==> config.mk <==
export PLATFORM = sky130hd
export DESIGN_NAME = rigid_body_euler_integrator
export DESIGN_NICKNAME = d
export VERILOG_FILES = /design/src/sv/rbei_pkg.sv /design/src/sv/rbei_mul.sv /design/src/sv/rbei_cfg.sv /design/src/sv/rigid_body_euler_integrator.sv
export VERILOG_INCLUDE_DIRS = /design/src /design/src/sv
export SDC_FILE = /design/constraint.sdc
export NUM_CORES = 2
export LEC_CHECK = 0
export BUFFER_PORTS_ARGS = -buffer_cell sky130_fd_sc_hd__buf_2
export CORE_ASPECT_RATIO = 0.75
export CORE_MARGIN = 4
export CORE_UTILIZATION = 50
export DETAILED_ROUTE_END_ITERATION = 7
export PLACE_DENSITY = 0.71
export SLEW_MARGIN = 20
export SYNTH_ARGS = -nofsm -noshare
export SYNTH_HDL_FRONTEND = slang
export SYNTH_HIERARCHICAL = 1
export SYNTH_SLANG_ARGS = --single-unit
==> constraint.sdc <==
create_clock -name i_clk -period 20.7 [get_ports i_clk]
set_clock_uncertainty 0.15 [all_clocks]
set_input_delay 4.14 -clock i_clk [delete_from_list [all_inputs] [get_ports i_clk]]
set_output_delay 4.14 -clock i_clk [all_outputs]
set_load 0.1 [all_outputs]
==> src/sv/rigid_body_euler_integrator_macros.svh <==
// assertion macros shared by the rigid body integrator rtl
`ifndef RIGID_BODY_EULER_INTEGRATOR_MACROS_SVH
`define RIGID_BODY_EULER_INTEGRATOR_MACROS_SVH

// same-cycle implication, checked out of reset
`define RBEI_ASSERT_IMPLY(label, clk, rst_n, ante, cons, msg) \
    label: assert property (@(posedge clk) disable iff (!rst_n) (ante) |-> (cons)) \
        else $error(msg);

// next-cycle implication, checked out of reset
`define RBEI_ASSERT_NEXT(label, clk, rst_n, ante, cons, msg) \
    label: assert property (@(posedge clk) disable iff (!rst_n) (ante) |=> (cons)) \
        else $error(msg);

`endif

==> src/sv/rbei_pkg.sv <==
// types, constants and microcode for the rigid body integrator
package rbei_pkg;

    // fixed point format
    localparam int RBEI_FRAC_BITS = 16;
    localparam int STEP_BITS      = 16;
    localparam int OPND_W         = 33;
    localparam int PROD_W         = 64;
    localparam int WIDE_W         = 65;
    localparam int ADDR_W         = 4;

    // register reset values
    localparam logic [30:0] MASS_RECIP_RESET  = 31'd65536;
    localparam logic [30:0] INV_INERTIA_RESET = 31'd65536;
    localparam logic [15:0] TIME_STEP_RESET   = 16'd1092;

    // saturation limits on the wide datapath
    localparam logic signed [WIDE_W-1:0] S32_MAX_W = 65'sd2147483647;
    localparam logic signed [WIDE_W-1:0] S32_MIN_W = -65'sd2147483648;

    // register indexes
    typedef enum logic [1:0] {
        REG_MASS_RECIP  = 2'd0,
        REG_INV_INERTIA = 2'd1,
        REG_TIME_STEP   = 2'd2
    } t_reg_idx;

    // operation codes
    typedef enum logic [2:0] {
        OP_FULL    = 3'd0,
        OP_FORCE   = 3'd1,
        OP_VEL     = 3'd2,
        OP_IMPULSE = 3'd3,
        OP_PLACE   = 3'd4
    } t_op;

    // multiplier operand sources
    typedef enum logic [3:0] {
        SA_VEC_X   = 4'd0,
        SA_VEC_Y   = 4'd1,
        SA_SCALAR  = 4'd2,
        SA_LEVER_X = 4'd3,
        SA_LEVER_Y = 4'd4,
        SA_TEMP    = 4'd5,
        SA_VEL_X   = 4'd6,
        SA_VEL_Y   = 4'd7,
        SA_SPIN    = 4'd8
    } t_src_a;

    typedef enum logic [2:0] {
        SB_MASS_RECIP  = 3'd0,
        SB_INV_INERTIA = 3'd1,
        SB_TIME_STEP   = 3'd2,
        SB_VEC_X       = 3'd3,
        SB_VEC_Y       = 3'd4
    } t_src_b;

    // where a scaled product goes
    typedef enum logic [3:0] {
        DST_TEMP    = 4'd0,
        DST_HOLD    = 4'd1,
        DST_CROSS   = 4'd2,
        DST_VEL_X   = 4'd3,
        DST_VEL_Y   = 4'd4,
        DST_SPIN    = 4'd5,
        DST_POS_X   = 4'd6,
        DST_POS_Y   = 4'd7,
        DST_HEADING = 4'd8
    } t_dst;

    typedef logic [3:0] t_step;

    typedef struct packed {
        t_src_a a_sel;
        t_src_b b_sel;
        logic   shift_dt;
        t_dst   dst;
        logic   last;
    } t_uop;

    // program entry points
    localparam t_step STEP_FULL_FIRST = 4'd0;
    localparam t_step STEP_FORCE_LAST = 4'd5;
    localparam t_step STEP_VEL_FIRST  = 4'd6;
    localparam t_step STEP_IMP_FIRST  = 4'd9;
    localparam t_step STEP_LAST       = 4'd13;

    typedef struct packed {
        logic              clip;
        logic signed [31:0] val;
    } t_sat;

    typedef struct packed {
        logic signed [31:0] pos_x;
        logic signed [31:0] pos_y;
        logic signed [31:0] heading;
        logic signed [31:0] vel_x;
        logic signed [31:0] vel_y;
        logic signed [31:0] spin;
    } t_body;

    typedef struct packed {
        logic signed [31:0] vec_x;
        logic signed [31:0] vec_y;
        logic signed [31:0] scalar;
        logic signed [31:0] lever_x;
        logic signed [31:0] lever_y;
    } t_item;

    // clip a wide signed value to 32 bits
    function automatic t_sat rbei_sat32(input logic signed [WIDE_W-1:0] v);
        t_sat r;
        r.clip = 1'b0;
        r.val  = v[31:0];
        if (v > S32_MAX_W) begin
            r.clip = 1'b1;
            r.val  = 32'sh7FFF_FFFF;
        end else if (v < S32_MIN_W) begin
            r.clip = 1'b1;
            r.val  = 32'sh8000_0000;
        end
        return r;
    endfunction

    // microcode: force part, velocity part, impulse part
    function automatic t_uop rbei_uop(input t_step step);
        t_uop u;
        u = '{SA_TEMP, SB_TIME_STEP, 1'b1, DST_TEMP, 1'b1};
        case (step)
            4'd0:  u = '{SA_VEC_X,   SB_MASS_RECIP,  1'b0, DST_TEMP,    1'b0};
            4'd1:  u = '{SA_TEMP,    SB_TIME_STEP,   1'b1, DST_VEL_X,   1'b0};
            4'd2:  u = '{SA_VEC_Y,   SB_MASS_RECIP,  1'b0, DST_TEMP,    1'b0};
            4'd3:  u = '{SA_TEMP,    SB_TIME_STEP,   1'b1, DST_VEL_Y,   1'b0};
            4'd4:  u = '{SA_SCALAR,  SB_INV_INERTIA, 1'b0, DST_TEMP,    1'b0};
            4'd5:  u = '{SA_TEMP,    SB_TIME_STEP,   1'b1, DST_SPIN,    1'b0};
            4'd6:  u = '{SA_VEL_X,   SB_TIME_STEP,   1'b1, DST_POS_X,   1'b0};
            4'd7:  u = '{SA_VEL_Y,   SB_TIME_STEP,   1'b1, DST_POS_Y,   1'b0};
            4'd8:  u = '{SA_SPIN,    SB_TIME_STEP,   1'b1, DST_HEADING, 1'b1};
            4'd9:  u = '{SA_LEVER_X, SB_VEC_Y,       1'b0, DST_HOLD,    1'b0};
            4'd10: u = '{SA_LEVER_Y, SB_VEC_X,       1'b0, DST_CROSS,   1'b0};
            4'd11: u = '{SA_TEMP,    SB_INV_INERTIA, 1'b0, DST_SPIN,    1'b0};
            4'd12: u = '{SA_VEC_X,   SB_MASS_RECIP,  1'b0, DST_VEL_X,   1'b0};
            4'd13: u = '{SA_VEC_Y,   SB_MASS_RECIP,  1'b0, DST_VEL_Y,   1'b1};
            default: u = '{SA_TEMP, SB_TIME_STEP, 1'b1, DST_TEMP, 1'b1};
        endcase
        return u;
    endfunction

endpackage

==> src/sv/rbei_mul.sv <==
// shared signed multiplier with registered product
module rbei_mul
    import rbei_pkg::*;
(
    input  logic                     i_clk,
    input  logic                     i_en,
    input  logic signed [OPND_W-1:0] i_a,
    input  logic signed [OPND_W-1:0] i_b,
    output logic signed [PROD_W-1:0] o_prod
);

    logic signed [2*OPND_W-1:0] w_full;
    logic signed [PROD_W-1:0]   r_prod;

    // operands never exceed 32 significant bits, so 64 product bits suffice
    assign w_full = i_a * i_b;

    always_ff @(posedge i_clk) begin
        if (i_en) begin
            r_prod <= w_full[PROD_W-1:0];
        end
    end

    assign o_prod = r_prod;

endmodule

==> src/sv/rbei_cfg.sv <==
// apb register file: inverse mass, inverse inertia, time step
module rbei_cfg
    import rbei_pkg::*;
(
    input  logic              i_clk,
    input  logic              i_rst_n,
    input  logic              psel,
    input  logic              penable,
    input  logic              pwrite,
    input  logic [ADDR_W-1:0] paddr,
    input  logic [31:0]       pwdata,
    output logic [31:0]       prdata,
    output logic              pready,
    output logic [30:0]       o_mass_recip,
    output logic [30:0]       o_inv_inertia,
    output logic [15:0]       o_time_step
);

    logic [30:0] r_mass_recip;
    logic [30:0] r_inv_inertia;
    logic [15:0] r_time_step;
    t_reg_idx    w_idx;
    logic        w_wr;

    assign pready = 1'b1;
    assign w_idx  = t_reg_idx'(paddr[ADDR_W-1:2]);
    assign w_wr   = psel && penable && pwrite && pready;

    // register writes
    always_ff @(posedge i_clk) begin
        if (!i_rst_n) begin
            r_mass_recip  <= MASS_RECIP_RESET;
            r_inv_inertia <= INV_INERTIA_RESET;
            r_time_step   <= TIME_STEP_RESET;
        end else if (w_wr) begin
            case (w_idx)
                REG_MASS_RECIP:  r_mass_recip  <= pwdata[30:0];
                REG_INV_INERTIA: r_inv_inertia <= pwdata[30:0];
                REG_TIME_STEP:   r_time_step   <= pwdata[15:0];
                default: ;
            endcase
        end
    end

    // read back
    always_comb begin
        case (w_idx)
            REG_MASS_RECIP:  prdata = {1'b0, r_mass_recip};
            REG_INV_INERTIA: prdata = {1'b0, r_inv_inertia};
            REG_TIME_STEP:   prdata = {16'd0, r_time_step};
            default:         prdata = 32'd0;
        endcase
    end

    assign o_mass_recip  = r_mass_recip;
    assign o_inv_inertia = r_inv_inertia;
    assign o_time_step   = r_time_step;

endmodule

==> src/sv/rigid_body_euler_integrator.sv <==
// 2d rigid body semi-implicit euler integrator, top level
//
// usage: one body state (position, heading, velocity, spin, all signed Q16.16)
// lives in the block. each input beat on s_axis carries an operation in tuser
// and its operands in tdata; each accepted beat yields exactly one output beat
// on m_axis with the whole state after the operation plus the static and
// saturation flags. the apb port sets inverse mass, inverse inertia and the
// time step; write it only while the block is idle.
// all products go through one shared multiplier under a microcoded sequencer,
// each product in a multiply state, then a scale, clip and accumulate state.
// s_axis_tready is high only while the sequencer is idle; the next beat can
// be taken in the cycle after the result is loaded into the output register.
// reset clears the body state to zero and loads the register defaults.
// if m_axis stalls the result waits in the output register; a finished item
// holds in the done state until the output register is free.
`include "rigid_body_euler_integrator_macros.svh"

module rigid_body_euler_integrator
    import rbei_pkg::*;
#(
    parameter int FRAC_BITS = RBEI_FRAC_BITS
) (
    input  logic              i_clk,
    input  logic              i_rst_n,
    // input stream
    input  logic              s_axis_tvalid,
    output logic              s_axis_tready,
    // tdata: vec_x[31:0], vec_y[63:32], scalar_in[95:64], lever_x[127:96],
    // lever_y[159:128]
    input  logic [159:0]      s_axis_tdata,
    // tuser: operation[2:0]
    input  logic [2:0]        s_axis_tuser,
    // output stream
    output logic              m_axis_tvalid,
    input  logic              m_axis_tready,
    // tdata: position_x_out[31:0], position_y_out[63:32], angle_out[95:64],
    // velocity_x_out[127:96], velocity_y_out[159:128], spin_out[191:160]
    output logic [191:0]      m_axis_tdata,
    // tuser: is_static[0], saturated[1]
    output logic [1:0]        m_axis_tuser,
    // configuration
    input  logic              psel,
    input  logic              penable,
    input  logic              pwrite,
    input  logic [ADDR_W-1:0] paddr,
    input  logic [31:0]       pwdata,
    output logic [31:0]       prdata,
    output logic              pready
);

    typedef enum logic [3:0] {
        ST_IDLE = 4'b0001,
        ST_MUL  = 4'b0010,
        ST_ACC  = 4'b0100,
        ST_DONE = 4'b1000
    } t_state;

    t_state r_state, n_state;
    t_step  r_step, n_step;
    t_op    r_op, n_op;
    t_item  r_item, n_item;
    t_body  r_body, n_body;
    logic   r_static, n_static;
    logic   r_sat, n_sat;
    logic signed [31:0]       r_temp, n_temp;
    logic signed [PROD_W-1:0] r_hold, n_hold;
    logic   r_out_valid, n_out_valid;
    logic [191:0] r_out_data, n_out_data;
    logic [1:0]   r_out_user, n_out_user;

    logic [30:0] w_mass_recip;
    logic [30:0] w_inv_inertia;
    logic [15:0] w_time_step;
    t_uop        w_uop;
    logic        w_mul_en;
    logic signed [31:0]       w_a32;
    logic signed [OPND_W-1:0] w_a;
    logic signed [OPND_W-1:0] w_b;
    logic signed [PROD_W-1:0] w_prod;
    logic signed [WIDE_W-1:0] w_p65;
    logic signed [WIDE_W-1:0] w_h65;
    logic signed [WIDE_W-1:0] w_src;
    logic signed [31:0]       w_old;
    logic signed [WIDE_W-1:0] w_sum;
    t_sat w_t;
    t_sat w_s;
    logic w_is_add;
    logic w_last;
    logic w_in_acc;

    // configuration registers
    rbei_cfg u_cfg (
        .i_clk         (i_clk),
        .i_rst_n       (i_rst_n),
        .psel          (psel),
        .penable       (penable),
        .pwrite        (pwrite),
        .paddr         (paddr),
        .pwdata        (pwdata),
        .prdata        (prdata),
        .pready        (pready),
        .o_mass_recip  (w_mass_recip),
        .o_inv_inertia (w_inv_inertia),
        .o_time_step   (w_time_step)
    );

    assign w_uop    = rbei_uop(r_step);
    assign w_mul_en = (r_state == ST_MUL);
    assign w_in_acc = s_axis_tvalid && s_axis_tready;

    // operand a select
    always_comb begin
        case (w_uop.a_sel)
            SA_VEC_X:   w_a32 = r_item.vec_x;
            SA_VEC_Y:   w_a32 = r_item.vec_y;
            SA_SCALAR:  w_a32 = r_item.scalar;
            SA_LEVER_X: w_a32 = r_item.lever_x;
            SA_LEVER_Y: w_a32 = r_item.lever_y;
            SA_TEMP:    w_a32 = r_temp;
            SA_VEL_X:   w_a32 = r_body.vel_x;
            SA_VEL_Y:   w_a32 = r_body.vel_y;
            SA_SPIN:    w_a32 = r_body.spin;
            default:    w_a32 = r_temp;
        endcase
    end
    assign w_a = {w_a32[31], w_a32};

    // operand b select: config values are unsigned, vector parts signed
    always_comb begin
        case (w_uop.b_sel)
            SB_MASS_RECIP:  w_b = {2'b00, w_mass_recip};
            SB_INV_INERTIA: w_b = {2'b00, w_inv_inertia};
            SB_TIME_STEP:   w_b = {17'd0, w_time_step};
            SB_VEC_X:       w_b = {r_item.vec_x[31], r_item.vec_x};
            SB_VEC_Y:       w_b = {r_item.vec_y[31], r_item.vec_y};
            default:        w_b = {17'd0, w_time_step};
        endcase
    end

    // shared multiplier
    rbei_mul u_mul (
        .i_clk  (i_clk),
        .i_en   (w_mul_en),
        .i_a    (w_a),
        .i_b    (w_b),
        .o_prod (w_prod)
    );

    // scale, clip and accumulate the registered product
    always_comb begin
        w_p65 = {w_prod[PROD_W-1], w_prod};
        w_h65 = {r_hold[PROD_W-1], r_hold};
        if (w_uop.dst == DST_CROSS) begin
            w_src = (w_h65 - w_p65) >>> FRAC_BITS;
        end else if (w_uop.shift_dt) begin
            w_src = w_p65 >>> STEP_BITS;
        end else begin
            w_src = w_p65 >>> FRAC_BITS;
        end
        w_t = rbei_sat32(w_src);
        w_is_add = 1'b1;
        case (w_uop.dst)
            DST_VEL_X:   w_old = r_body.vel_x;
            DST_VEL_Y:   w_old = r_body.vel_y;
            DST_SPIN:    w_old = r_body.spin;
            DST_POS_X:   w_old = r_body.pos_x;
            DST_POS_Y:   w_old = r_body.pos_y;
            DST_HEADING: w_old = r_body.heading;
            default: begin
                w_old    = 32'sd0;
                w_is_add = 1'b0;
            end
        endcase
        w_sum = {{33{w_old[31]}}, w_old} + {{33{w_t.val[31]}}, w_t.val};
        w_s   = rbei_sat32(w_sum);
    end

    // a force step stops after the force part of the program
    assign w_last = w_uop.last || ((r_op == OP_FORCE) && (r_step == STEP_FORCE_LAST));

    // sequencer
    always_comb begin
        n_state     = r_state;
        n_step      = r_step;
        n_op        = r_op;
        n_item      = r_item;
        n_body      = r_body;
        n_static    = r_static;
        n_sat       = r_sat;
        n_temp      = r_temp;
        n_hold      = r_hold;
        n_out_valid = r_out_valid;
        n_out_data  = r_out_data;
        n_out_user  = r_out_user;

        // output register drains independently
        if (r_out_valid && m_axis_tready) begin
            n_out_valid = 1'b0;
        end

        case (r_state)
            ST_IDLE: begin
                if (w_in_acc) begin
                    n_item.vec_x   = s_axis_tdata[31:0];
                    n_item.vec_y   = s_axis_tdata[63:32];
                    n_item.scalar  = s_axis_tdata[95:64];
                    n_item.lever_x = s_axis_tdata[127:96];
                    n_item.lever_y = s_axis_tdata[159:128];
                    n_op     = t_op'(s_axis_tuser);
                    n_sat    = 1'b0;
                    n_static = 1'b0;
                    n_state  = ST_DONE;
                    case (t_op'(s_axis_tuser))
                        OP_FULL, OP_FORCE, OP_VEL, OP_IMPULSE: begin
                            if (w_mass_recip == 31'd0) begin
                                n_static = 1'b1;
                            end else begin
                                n_state = ST_MUL;
                                case (t_op'(s_axis_tuser))
                                    OP_VEL:     n_step = STEP_VEL_FIRST;
                                    OP_IMPULSE: n_step = STEP_IMP_FIRST;
                                    default:    n_step = STEP_FULL_FIRST;
                                endcase
                            end
                        end
                        OP_PLACE: begin
                            n_body.pos_x   = s_axis_tdata[31:0];
                            n_body.pos_y   = s_axis_tdata[63:32];
                            n_body.heading = s_axis_tdata[95:64];
                            n_body.vel_x   = 32'sd0;
                            n_body.vel_y   = 32'sd0;
                            n_body.spin    = 32'sd0;
                        end
                        default: ;
                    endcase
                end
            end
            ST_MUL: begin
                n_state = ST_ACC;
            end
            ST_ACC: begin
                case (w_uop.dst)
                    DST_TEMP:    n_temp = w_t.val;
                    DST_CROSS:   n_temp = w_t.val;
                    DST_HOLD:    n_hold = w_prod;
                    DST_VEL_X:   n_body.vel_x   = w_s.val;
                    DST_VEL_Y:   n_body.vel_y   = w_s.val;
                    DST_SPIN:    n_body.spin    = w_s.val;
                    DST_POS_X:   n_body.pos_x   = w_s.val;
                    DST_POS_Y:   n_body.pos_y   = w_s.val;
                    DST_HEADING: n_body.heading = w_s.val;
                    default: ;
                endcase
                // the held partial product is never clipped
                if (w_uop.dst != DST_HOLD) begin
                    n_sat = r_sat | w_t.clip | (w_is_add & w_s.clip);
                end
                if (w_last) begin
                    n_state = ST_DONE;
                end else begin
                    n_step  = r_step + 4'd1;
                    n_state = ST_MUL;
                end
            end
            ST_DONE: begin
                if (!r_out_valid || m_axis_tready) begin
                    n_out_valid = 1'b1;
                    n_out_data  = {r_body.spin, r_body.vel_y, r_body.vel_x,
                                   r_body.heading, r_body.pos_y, r_body.pos_x};
                    n_out_user  = {r_sat, r_static};
                    n_state     = ST_IDLE;
                end
            end
            default: begin
                n_state = ST_IDLE;
            end
        endcase
    end

    // control and body state
    always_ff @(posedge i_clk) begin
        if (!i_rst_n) begin
            r_state     <= ST_IDLE;
            r_step      <= STEP_FULL_FIRST;
            r_op        <= OP_FULL;
            r_body      <= '0;
            r_static    <= 1'b0;
            r_sat       <= 1'b0;
            r_out_valid <= 1'b0;
        end else begin
            r_state     <= n_state;
            r_step      <= n_step;
            r_op        <= n_op;
            r_body      <= n_body;
            r_static    <= n_static;
            r_sat       <= n_sat;
            r_out_valid <= n_out_valid;
        end
    end

    // payload registers
    always_ff @(posedge i_clk) begin
        r_item     <= n_item;
        r_temp     <= n_temp;
        r_hold     <= n_hold;
        r_out_data <= n_out_data;
        r_out_user <= n_out_user;
    end

    assign s_axis_tready = (r_state == ST_IDLE);
    assign m_axis_tvalid = r_out_valid;
    assign m_axis_tdata  = r_out_data;
    assign m_axis_tuser  = r_out_user;

    // checks
    `RBEI_ASSERT_NEXT(a_accept_leaves_idle, i_clk, i_rst_n, w_in_acc, r_state != ST_IDLE, "accepted beat did not start the sequencer")
    `RBEI_ASSERT_IMPLY(a_acc_after_mul, i_clk, i_rst_n, r_state == ST_ACC, $past(r_state == ST_MUL), "accumulate step without a multiply before it")
    `RBEI_ASSERT_IMPLY(a_static_no_clip, i_clk, i_rst_n, m_axis_tvalid && m_axis_tuser[0], !m_axis_tuser[1], "static body reported as saturated")
    `RBEI_ASSERT_NEXT(a_done_loads_out, i_clk, i_rst_n, (r_state == ST_DONE) && (!m_axis_tvalid || m_axis_tready), m_axis_tvalid && (r_state == ST_IDLE), "finished item not moved to the output register")

endmodule
==> summary.md <==
| Metric | Value |
|---|---|
| Critical path startpoint category | `flip-flop` |
| Post-synth EDFFs | `514` |
| WP data arrival | `11.87 ns` |
| Largest net degree at the start of global routing | `109` |
| Antenna violations before repair | `24` |
| Maxcap violations | `0` |
| Ports | `435` |
| Post-synthesis cell area | `0.0763 sq mm` |
| R2R setup slack | `9.10 ns` |
| TritonCTS clock tree | `built` |
| Area Growth Syn to Fin | `8.61%` |
| DR pass1 iterations | `8` |
| Failing checks | `DRC` |
| Clk root buf | `clkbuf_16` |
| Sequential area share after synthesis | `28.0%` |
| Starting Density | `50.6%` |
| Post-CTS Setup Bufs | `0` |
| Top cell type's share of synthesized area | `29.5%` |
| Max Root-Sink Buffers | `3` |
| CTS Hold Bufs | `0` |
| Final period util | `56.0%` |
| Initial detailed-routing violation count | `8078` |
| Worst Hold End | `m_axis_tdata[40]$_DFFE_PP_` |
| Slowest-stage cell, CP | `fa_1` |
| HPWL Detailed | `198 mm` |
| HP Class | `flip-flop to flip-flop` |
| Core footprint | `0.151 sq mm` |
| Die height | `346 microns` |
| Share of cells above drive strength 1 | `10.2%` |
| Setup_tns | `0 ns` |
| WS Path Type | `flip-flop to flip-flop` |
| # DRC | `31` |
| Crit Path Max Fanout | `65` |
| Hold Vio Cnt, Final | `0` |
| Ys Warns | `6` |
| Reg2Reg Launch Point | `w_uop[4]$_SDFF_PP0_` |
| Core Rows | `123` |
| Fin nets | `9525` |
| Max incr delay on CP | `0.93 ns` |
| Num CTS Buffers | `74` |
| First-pass GRT wire length | `394 mm` |
| Port Buf Inserts | `429` |
| Placer Congestion | `0.990` |
| Vias in the first global route | `61700` |
| RR Endpoint | `u_mul/o_prod[58]$_DFFE_PP_` |
| Crit end category | `flip-flop` |
| Final Max Slew Viols | `0` |
| Worst Max-Slew Pin Slew | `1.30 ns` |
| Mapped Avg Cell Area | `9.91 sq um` |
| R2R depth | `32` |
| Relative slew margins | `12.9%` |
| Flops & latches, synth | `809` |
| Synth area leaders | `fa_1, edfxtp_1, dfxtp_1` |
| Worst skew pair latency | `0.70 ns` |
| Number of clock sinks | `809` |
| Hold path cells | `0` |
| FILL cells | `13200` |
| Crit path time final | `11.60 ns` |
| Cts repair resizes | `0` |
| Total track usage | `32.8%` |
| Synth Instances | `7700` |
| Post-synth top cells | `inv_1, fa_1, nand2_1` |
| Async SR Flop Fraction | `0%` |
| Number of H-tree levels | `3` |
| Peak Freq | `86.2 MHz` |
| Grt total ovfl | `0` |
| Die width | `459 microns` |
| Critical Path RT | `20.97 ns` |
| Top cell by count, worst path | `fa_1` |
| Antenna Violating Nets Remaining | `0` |
| Mapped Nets | `9341` |
| Die ar. | `0.159 sq mm` |
| Top FF cell, synth | `edfxtp_1` |
| Cell variety after synth | `118` |
| WL per Instance | `26.3 microns` |
| Setup-failing EPs final | `0` |
| Outcome | `finished with violations` |
| Via count | `61100` |
| Most frequent cell after synthesis | `inv_1` |
| RSZ-0062 raised after global routing | `no` |
| Final wirelength | `262 mm` |
| Reg clk slew, reported paths | `0.07 ns` |
| Min-delay src | `r_body[136]$_SDFFE_PN0P_` |
| Vias/cell | `6.13` |
| Cell taking the most area after synthesis | `fa_1` |
==> layout make-up <==
cell class / instances / area [sq um] / share of cell area [%]
Timing Repair Buffer: 549 / 3120 / 3.77
Antenna cell: 18 / 45.0 / 0.0543
Inverter: 1174 / 4410 / 5.32
Clock inverter: 39 / 430 / 0.519
Sequential cell: 809 / 21300 / 25.7
Tap cell: 2000 / 2500 / 3.02
Clock buffer: 99 / 2080 / 2.51
Multi-Input combinational cell: 5276 / 49000 / 59.1
==> stage by stage <==
| step | hold WS [ns] | setup WS [ns] | util, % | instance area [sq um] | std cells |
|---|---|---|---|---|---|
| after floorplan | 0.259 | 7.00 | - | 76300 | 7700 |
| after global placement | 0.286 | 9.57 | 53.2 | 80200 | 9804 |
| after detailed placement | 0.287 | 9.38 | 53.2 | 80300 | 9805 |
| after CTS | 0.285 | 9.30 | 54.9 | 82800 | 9943 |
| after global routing | 0.308 | 8.66 | 55.0 | 82900 | 9959 |
| final | 0.291 | 9.10 | 55.0 | 82900 | 9964 |
==> registers in the layout, indices dropped and copies added (netlist names), 4 cells and up <==
signal / flops
r_step: 4
u_cfg/o_time_step: 16
m_axis_tdata: 192
r_body: 192
r_hold: 64
r_item: 160
u_cfg/o_mass_recip: 31
r_state: 4
w_uop: 11
u_mul/o_prod: 64
u_cfg/o_inv_inertia: 31
r_temp: 32
==> worst max-delay path: cells and delay by family (launching register included) <==
| family | cells | cell delay [ns] |
|---|---|---|
| fa+ha+maj | 9 | 5.05 |
| compound gates | 6 | 1.35 |
| simple gates | 8 | 1.84 |
| buf+inv | 9 | 2.36 |
| flops | 1 | 0.47 |
==> logic make-up (layout without fill, tap and decap cells) <==
kind of cell / after synthesis / count (layout) / synth area share [%]
and+or+nand+nor: 2170 / 2170 / 13.9
DFF: 809 / 809 / 28.0
other: 2 / 20 / 0.00984
buffers and inverters: 1615 / 1861 / 8.38
muxes: 144 / 144 / 1.91
AOI/OAI and AO/OA: 1389 / 1389 / 11.7
xor gates and xnor gates: 135 / 135 / 1.55
adders and majority gates: 1436 / 1436 / 34.6
==> layout by cell type, fill, tap and decap left out, drive strengths merged, types with 9 or more instances in the layout <==
cell type / count
nand3: 89
buf: 548
and2: 562
edfxtp: 514
a21o: 104
a21oi: 313
nand4: 80
a211oi: 20
a22o: 34
o21bai: 19
a2111oi: 9
inv: 1178
clkinv: 26
a221oi: 61
o21ai: 396
a31oi: 118
xnor2: 87
nand2: 1015
xor2: 48
o21a: 28
a221o: 11
nor2b: 46
a22oi: 162
mux2: 13
dfxtp: 295
o211ai: 21
or3: 12
and3: 22
o31ai: 14
mux2i: 131
nand2b: 33
ha: 309
clkbuf: 100
diode: 18
nor3: 46
nor4: 23
nor2: 190
and4: 9
fa: 1126
==> per-layer routing <==
layer	global-route usage, %	wire length (microns)	vias to the layer above
met5	0	75	-
met4	13.7	12800	10
met3	8.57	32300	733
met2	47.7	112000	3960
met1	46.7	106000	30800
li1	-	-	25600
==> worst max-delay path by stage <==
| stage | start | endpoint | slack [ns] | cells after the start |
|---|---|---|---|---|
| after detailed placement | w_uop[4]$_SDFF_PP0_ | u_mul/o_prod[63]$_DFFE_PP_ | 9.38 | 30 |
| final | w_uop[4]$_SDFF_PP0_ | u_mul/o_prod[58]$_DFFE_PP_ | 9.10 | 32 |
| after global placement | w_uop[4]$_SDFF_PP0_ | u_mul/o_prod[63]$_DFFE_PP_ | 9.57 | 30 |
| after CTS | w_uop[4]$_SDFF_PP0_ | u_mul/o_prod[63]$_DFFE_PP_ | 9.30 | 30 |
| after global routing | w_uop[4]$_SDFF_PP0_ | u_mul/o_prod[63]$_DFFE_PP_ | 8.66 | 30 |
| after floorplan | m_axis_tready | m_axis_tdata[0]$_DFFE_PP_ | 7.00 | 2 |
Power is left out: the tool's default activity adds up to more than one toggle a clock period on the data nets, which glitch-free logic cannot reach.
